### config.mk
export PLATFORM = sky130hd
export DESIGN_NAME = kmh_ctrl
export DESIGN_NICKNAME = d
export VERILOG_FILES = /design/src/rtl/kmh_pkg.sv /design/src/rtl/kmh_ctrl.sv
export SDC_FILE = /design/constraint.sdc
export NUM_CORES = 1
export LEC_CHECK = 0
export BUFFER_PORTS_ARGS = -buffer_cell sky130_fd_sc_hd__buf_4
export CAP_MARGIN = 20
export CELL_PAD_IN_SITES_DETAIL_PLACEMENT = 0
export CELL_PAD_IN_SITES_GLOBAL_PLACEMENT = 1
export CORE_MARGIN = 4
export CORE_UTILIZATION = 36
export DETAILED_ROUTE_END_ITERATION = 7
export PLACE_DENSITY = 0.85
export REMOVE_ABC_BUFFERS = 1
export SLEW_MARGIN = 20
export SYNTH_ARGS = -nofsm -noshare
export SYNTH_HDL_FRONTEND = slang
export SYNTH_SLANG_ARGS = --single-unit
### constraint.sdc
create_clock -name clk -period 5.15 [get_ports clk]
set_input_delay 0.515 -clock clk [delete_from_list [all_inputs] [get_ports clk]]
set_output_delay 0.515 -clock clk [all_outputs]
set_load 0.05 [all_outputs]
### src/rtl/kmh_pkg.sv
`default_nettype none

package kmh_pkg;

  // Default build sizes
  localparam int K_MAX_DEFAULT      = 8;
  localparam int COUNT_BITS_DEFAULT = 16;

  // Fixed field widths of the channels
  localparam int KMER_CODE_W  = 16;
  localparam int KMER_COUNT_W = 16;
  localparam int BASE_W       = 2;
  localparam int KLEN_W       = 4;
  localparam int SEEN_W       = 4;

  // Configuration port
  localparam int APB_ADDR_W = 3;
  localparam int APB_DATA_W = 32;
  localparam logic REG_KMER_LENGTH = 1'b0;
  localparam logic [KLEN_W-1:0] KMER_LENGTH_RESET = 4'd8;

  // Operation codes
  localparam logic OP_BASE  = 1'b0;
  localparam logic OP_FETCH = 1'b1;

  // Bases seen saturate here
  localparam logic [SEEN_W-1:0] SEEN_MAX = 4'd15;

  // Commands from controller to datapath
  typedef struct packed {
    logic clear_start;  // zero window, bases seen, max and cursor; hold the base
    logic clear_step;   // write zero at the sweep address and advance
    logic base_live;    // shift the incoming base into the window, read its counter
    logic base_held;    // same with the held base, after a clear sweep
    logic update;       // write back the incremented counter, track the max
    logic fetch_start;  // read the counter at the cursor
    logic scan_step;    // evaluate the probed entry, read the next one
    logic emit_miss;    // load an exhausted result without scanning
  } kmh_cmd_t;

  // Status from datapath to controller
  typedef struct packed {
    logic out_free;     // output register can take a result this cycle
    logic cursor_end;   // cursor is at or past the active table
    logic probe_hit;    // probed counter equals the max
    logic probe_last;   // probed entry is the last of the active table
    logic clear_last;   // sweep is at its last entry
  } kmh_stat_t;

endpackage

`default_nettype wire

### src/rtl/kmh_ctrl.sv
`default_nettype none

module kmh_ctrl import kmh_pkg::*; (
  input  wire logic      clk,
  input  wire logic      rst,
  input  wire logic      req_valid,
  input  wire logic      req_operation,
  input  wire logic      req_first_base,
  output      logic      req_ready,
  input  wire kmh_stat_t status,
  output      kmh_cmd_t  cmd
);

  typedef enum logic [6:0] {
    ST_INIT   = 7'b0000001,
    ST_IDLE   = 7'b0000010,
    ST_CLEAR  = 7'b0000100,
    ST_LOOKUP = 7'b0001000,
    ST_UPDATE = 7'b0010000,
    ST_SCAN   = 7'b0100000,
    ST_MISS   = 7'b1000000
  } kmh_state_t;

  kmh_state_t state;
  kmh_state_t state_next;
  logic       accept;

  assign req_ready = (state == ST_IDLE);
  assign accept    = req_valid && req_ready;

  // Sequence each request through its steps
  always_comb begin
    state_next = state;
    cmd        = '0;
    unique case (state)
      ST_INIT: begin
        cmd.clear_step = 1'b1;
        if (status.clear_last) begin
          state_next = ST_IDLE;
        end
      end
      ST_IDLE: begin
        if (accept) begin
          if (req_operation == OP_FETCH) begin
            if (status.cursor_end) begin
              state_next = ST_MISS;
            end else begin
              cmd.fetch_start = 1'b1;
              state_next      = ST_SCAN;
            end
          end else if (req_first_base) begin
            cmd.clear_start = 1'b1;
            state_next      = ST_CLEAR;
          end else begin
            cmd.base_live = 1'b1;
            state_next    = ST_UPDATE;
          end
        end
      end
      ST_CLEAR: begin
        cmd.clear_step = 1'b1;
        if (status.clear_last) begin
          state_next = ST_LOOKUP;
        end
      end
      ST_LOOKUP: begin
        cmd.base_held = 1'b1;
        state_next    = ST_UPDATE;
      end
      ST_UPDATE: begin
        cmd.update = 1'b1;
        state_next = ST_IDLE;
      end
      ST_SCAN: begin
        // hold the probe while the output register is full
        if (status.out_free) begin
          cmd.scan_step = 1'b1;
          if (status.probe_hit || status.probe_last) begin
            state_next = ST_IDLE;
          end
        end
      end
      ST_MISS: begin
        if (status.out_free) begin
          cmd.emit_miss = 1'b1;
          state_next    = ST_IDLE;
        end
      end
      default: begin
        state_next = ST_IDLE;
      end
    endcase
  end

  always_ff @(posedge clk) begin
    if (rst) begin
      state <= ST_INIT;
    end else begin
      state <= state_next;
    end
  end

  // A plain base is written back in the very next cycle
  a_base_update: assert property (@(posedge clk) disable iff (rst)
    (accept && req_operation == OP_BASE && !req_first_base) |=> cmd.update)
    else $error("base request not followed by counter write-back");

  // The sweep stops after its last entry
  a_sweep_stop: assert property (@(posedge clk) disable iff (rst)
    (cmd.clear_step && status.clear_last) |=> !cmd.clear_step)
    else $error("clear sweep ran past its last entry");

  // No request is taken while a sweep is running
  a_no_accept_in_sweep: assert property (@(posedge clk) disable iff (rst)
    cmd.clear_step |-> !req_ready)
    else $error("request accepted during clear sweep");

endmodule

`default_nettype wire

* Yosys cells after proc, flatten, opt, wreduce, memory -nomap -nowiden
Cells that the tools add are included.
** Word-level totals
- Register bits :: 7
** Operators by class
- Equal/unequal tests :: 13
- Mux-type cells :: 28
- Reduce and logical (&&, ||, !) cells :: 4
** Operators with widths (number)
- $mux 7 :: 8
- $pmux 7 s6 :: 1
- $mux 1 :: 18
- $ne 2x2->1 const B :: 5
- $eq 7x1->1 const B :: 1
- $eq 7x2->1 const B :: 1
- $eq 7x3->1 const B :: 1
- $eq 7x4->1 const B :: 1
- $eq 7x5->1 const B :: 1
- $eq 7x6->1 const B :: 1
- $eq 7x7->1 const B :: 1
- $reduce_and 6->1 :: 1
- $mux 5 :: 1
- $ne 2x1->1 const B :: 1
- $reduce_or 2->1 :: 1
- $logic_and 1x1->1 :: 1
- $logic_or 1x1->1 :: 1

* Depth between registers and ports, before layout
- Depth after elaboration :: 4
- Mapped depth :: 5
- Mapped depth without buffers :: 4

* Least setup slack after synthesis
No wires, ideal clock.
- Kind :: reg2out
- From :: register state[6]
- To :: output cmd[2] (netlist name)
- Data arrival time :: 3.317 ns
- Setup slack :: 1.318 ns
- Cell stages (with the launch flop) :: 5
- Path buffers :: 0
- Path through :: dfxtp_1 > or3_4 > nor3_1 > nand2_1 > nor3b_1
** RTL lines
- start, declared :: line kmh_ctrl.sv:24 : kmh_state_t state;
- start signal, assigned :: line kmh_ctrl.sv:99 : state <= state_next;
- end, declared :: line kmh_ctrl.sv:11 : output kmh_cmd_t cmd

==> tab_implementation.tex <==
\begin{tabular}{lr}
\hline
Metric & Value \\
\hline
\multicolumn{2}{l}{\textbf{Synth}} \\
\quad Compound-Gate Fraction of Synth Area & 14.6\% \\
\quad Cell types with the largest area share after synthesis & sky130\_fd\_sc\_hd\_\_dfxtp\_1, sky130\_fd\_sc\_hd\_\_mux2i\_1, sky130\_fd\_sc\_hd\_\_nor3\_1 \\
\quad Async set-reset flop share out of synthesis & 0\% \\
\quad Dominant synthesized flop cell & sky130\_fd\_sc\_hd\_\_dfxtp\_1 \\
\quad Post-synth top area share & 26.8\% \\
\quad Largest family of logic cells by synthesized area & simple AND/OR/NAND/NOR gates \\
\quad Post-Synth Simple-Gate Area & 41.6\% \\
\quad Cell Area, Synth & 523 um2 \\
\quad Synth Area in XOR/XNOR & 3.35\% \\
\quad Post-Syn Instances & 60 \\
\quad Multiplexer area fraction after synthesis & 7.66\% \\
\quad Number of flops mapped to enable cells by yosys & 0 \\
\quad Largest area contributor in the netlist & sky130\_fd\_sc\_hd\_\_dfxtp\_1 \\
\quad Average instance area after synthesis & 8.72 um2 \\
\quad Unique masters post-synth & 31 \\
\quad Number of register bits inferred by synthesis & 7 \\
\quad Synth Area in Adders & 0\% \\
\quad Yosys warnings & 0 \\
\quad Sequential element share of the synthesized area & 26.8\% \\
\multicolumn{2}{l}{\textbf{Global route}} \\
\quad Wire length of the first global-routing pass & 2.11 mm \\
\quad Overflow after GRT & 0 \\
\quad Maximum number of pins on one net before global-route repair & 11 \\
\quad Number of global-route vias before repair & 447 \\
\quad All-Layer GR Usage & 14.5\% \\
\quad Number of antenna violations at the first check in global routing & 0 \\
\multicolumn{2}{l}{\textbf{Drt}} \\
\quad 1st-iter DRT viols & 4 \\
\quad Number of nets still failing antenna checks after routing & 0 \\
\quad Pre-Repair DR Iteration Count & 2 \\
\quad Vias after detailed routing & 513 \\
\quad Mean number of vias per cell & 5.46 \\
\quad Detailed-route wire length per cell & 13.4 um \\
\quad Detailed-route DRC error count & 0 \\
\quad Total wire length & 1.26 mm \\
\multicolumn{2}{l}{\textbf{CTS}} \\
\quad CTS hold repair buffers & 0 \\
\quad CTS sink cnt & 7 \\
\quad Register clock-pin slew on the reported worst setup and hold paths & 60 ps \\
\quad H-tree levels & 1 \\
\quad CTS buffer count & 3 \\
\quad Buffers inserted by post-CTS timing repair & 0 \\
\quad Clock root buffer & sky130\_fd\_sc\_hd\_\_clkbuf\_4 \\
\quad Post-cts gate resize count & 0 \\
\quad Buffers from clock root to sink, at most & 2 \\
\quad Clock tree from TritonCTS & yes \\
\quad Source-to-sink clock delay at the later pin of the worst-skew pair & 250 ps \\
\multicolumn{2}{l}{\textbf{Floorplanning}} \\
\quad CORE AREA & 1330 um2 \\
\quad Starting density of the core & 39.2\% \\
\quad Die height & 46.1 um \\
\quad I/O pin count & 19 \\
\quad Die width & 46.1 um \\
\quad DIE AREA & 2130 um2 \\
\quad Row count & 13 \\
\multicolumn{2}{l}{\textbf{STA}} \\
\quad Max frequency & 419 MHz \\
\quad Final-layout setup total negative slack & 0 ps \\
\quad Unrepaired setup endpoints after global routing & false \\
\quad Worst hold slack across all endpoints & 456 ps \\
\quad Final number of max-transition violations & 0 \\
\quad Time the final worst path needs with I/O delays and setup & 2390 ps \\
\quad Relative slew margins & 54.4\% \\
\quad Final Hold Violating Endpoints & 0 \\
\quad Tightest Pin Transition & 677 ps \\
\quad Ratio of final minimum period to clock period & 46.3\% \\
\quad Post-route clock skew & 5.18 ps \\
\quad Final setup violation count & 0 \\
\multicolumn{2}{l}{\textbf{Power}} \\
\quad Power density cells & 250 nW/um2 \\
\quad Static leakage power & 0.268 nW \\
\quad Worst-case vdd ir drop & 0.117 mV \\
\multicolumn{2}{l}{\textbf{Setup path}} \\
\quad Type of the worst setup path & reg -> out \\
\quad Type of origin of the critical path & register \\
\quad Slack of the worst reg-to-reg path & 3400 ps \\
\quad Critical path data arrival time & 1870 ps \\
\quad Setup crit end kind & output pin \\
\quad CP Data Required Time & 4640 ps \\
\quad Critical Path Fanout Max & 6 \\
\multicolumn{2}{l}{\textbf{Layout}} \\
\quad Leading registers by flop count & state: 7 flops \\
\quad Final Net Count & 90 \\
\quad Count of inserted antenna diode cells & 0 \\
\quad Number of filler instances in the final layout & 126 \\
\quad Area grow syn2layout & 29.9\% \\
\quad Share of final-layout standard cells stronger than drive strength 1 & 35.4\% \\
\quad Register bank with the most flops & state \\
\quad Share of the core filled with cells & 50.9\% \\
\quad Max FFs per register & 7 \\
\multicolumn{2}{l}{\textbf{Flow run}} \\
\quad Max capacitance violation total & 0 \\
\multicolumn{2}{l}{\textbf{Worst hold path}} \\
\quad Worst hold path type & in -> reg \\
\multicolumn{2}{l}{\textbf{Placement}} \\
\quad Number of buffers added on ports & 18 \\
\quad Post-DP HPWL & 961 um \\
\quad Gp weighted congestion & 0.733 \\
\multicolumn{2}{l}{\textbf{Status}} \\
\quad Outcome & completed \\
\hline
\end{tabular}
==> cells in the final DEF (no fill, tap or decap), types with 2 or more instances in the layout <==
cell type and instances:
sky130_fd_sc_hd__buf_4 18, sky130_fd_sc_hd__dfxtp_1 7, sky130_fd_sc_hd__nor3_1 6, sky130_fd_sc_hd__nor3b_1 4
sky130_fd_sc_hd__nand2b_1 4, sky130_fd_sc_hd__mux2i_1 4, sky130_fd_sc_hd__nor2_1 3, sky130_fd_sc_hd__o21ai_0 3
sky130_fd_sc_hd__clkbuf_4 3, sky130_fd_sc_hd__or2_2 2, sky130_fd_sc_hd__nand2_1 2, sky130_fd_sc_hd__inv_1 2
sky130_fd_sc_hd__nor4_1 2, sky130_fd_sc_hd__nand3b_1 2
==> cells in the mapped netlist (2+ instances only) <==
cell,instances
sky130_fd_sc_hd__mux2i_1,4
sky130_fd_sc_hd__inv_1,2
sky130_fd_sc_hd__nor2_1,3
sky130_fd_sc_hd__nor4_1,2
sky130_fd_sc_hd__nor3_1,6
sky130_fd_sc_hd__or2_2,2
sky130_fd_sc_hd__nor3b_1,4
sky130_fd_sc_hd__o21ai_0,3
sky130_fd_sc_hd__nand3b_1,2
sky130_fd_sc_hd__nand2b_1,4
sky130_fd_sc_hd__nand2_1,2
sky130_fd_sc_hd__dfxtp_1,7
==> path summary, 6_finish.rpt <==
path                            startpoint        to  cells past startpoint
worst max-delay path              state[6]    cmd[7]                      5
worst min-delay path             req_valid  state[1]                      2
worst max register to register    state[6]  state[5]                      4
worst min register to register    state[6]  state[6]                      2
==> cells by family after synthesis <==
kind of cell / after synthesis
xor+xnor: 2
simple gates: 34
flops: 7
buf+inv: 5
compound gates: 8
mux: 4
==> metrics by stage <==
stage | instance area, um2 | total power, mW | setup WS (ps) | cells
floorplan | 499 | 0.102 | 1320 | 57
global route | 679 | 0.181 | 2570 | 94
global placement | 653 | 0.120 | 3000 | 90
CTS | 679 | 0.171 | 2750 | 94
detailed placement | 653 | 0.120 | 3020 | 90
finish | 679 | 0.170 | 2760 | 94
==> where the power goes <==
group	internal, mW	switching, mW
combinational	0.0251	0.0299
sequential	0.0572	0.00653
clock	0.0296	0.0214
==> final cells by class <==
cell class	instances	area, um2	area share (%)
Tap cell	15	18.8	2.76
Multi-Input combinational cell	48	352	51.7
Clock buffer	4	26.3	3.87
Timing Repair Buffer	18	135	19.9
Inverter	2	7.51	1.10
Sequential cell	7	140	20.6
==> critical path, stage by stage (launching register included) <==
cell	delay [ps]
sky130_fd_sc_hd__dfxtp_1	360
sky130_fd_sc_hd__or3_4	420
sky130_fd_sc_hd__nor3_1	260
sky130_fd_sc_hd__nand2_1	140
sky130_fd_sc_hd__nor3b_1	220
sky130_fd_sc_hd__buf_4	230
==> routing by layer <==
| metal | track usage (%) | up-vias | share of wire [%] |
|---|---|---|---|
| li1 | - | 260 | - |
| met1 | 19.4 | 231 | 49 |
| met2 | 17.3 | 18 | 38 |
| met3 | 4.69 | 4 | 8.3 |
| met4 | 13.6 | 0 | 3.8 |
| met5 | 0 | - | 0 |
Note: power is estimated with default switching activity, not from simulation.
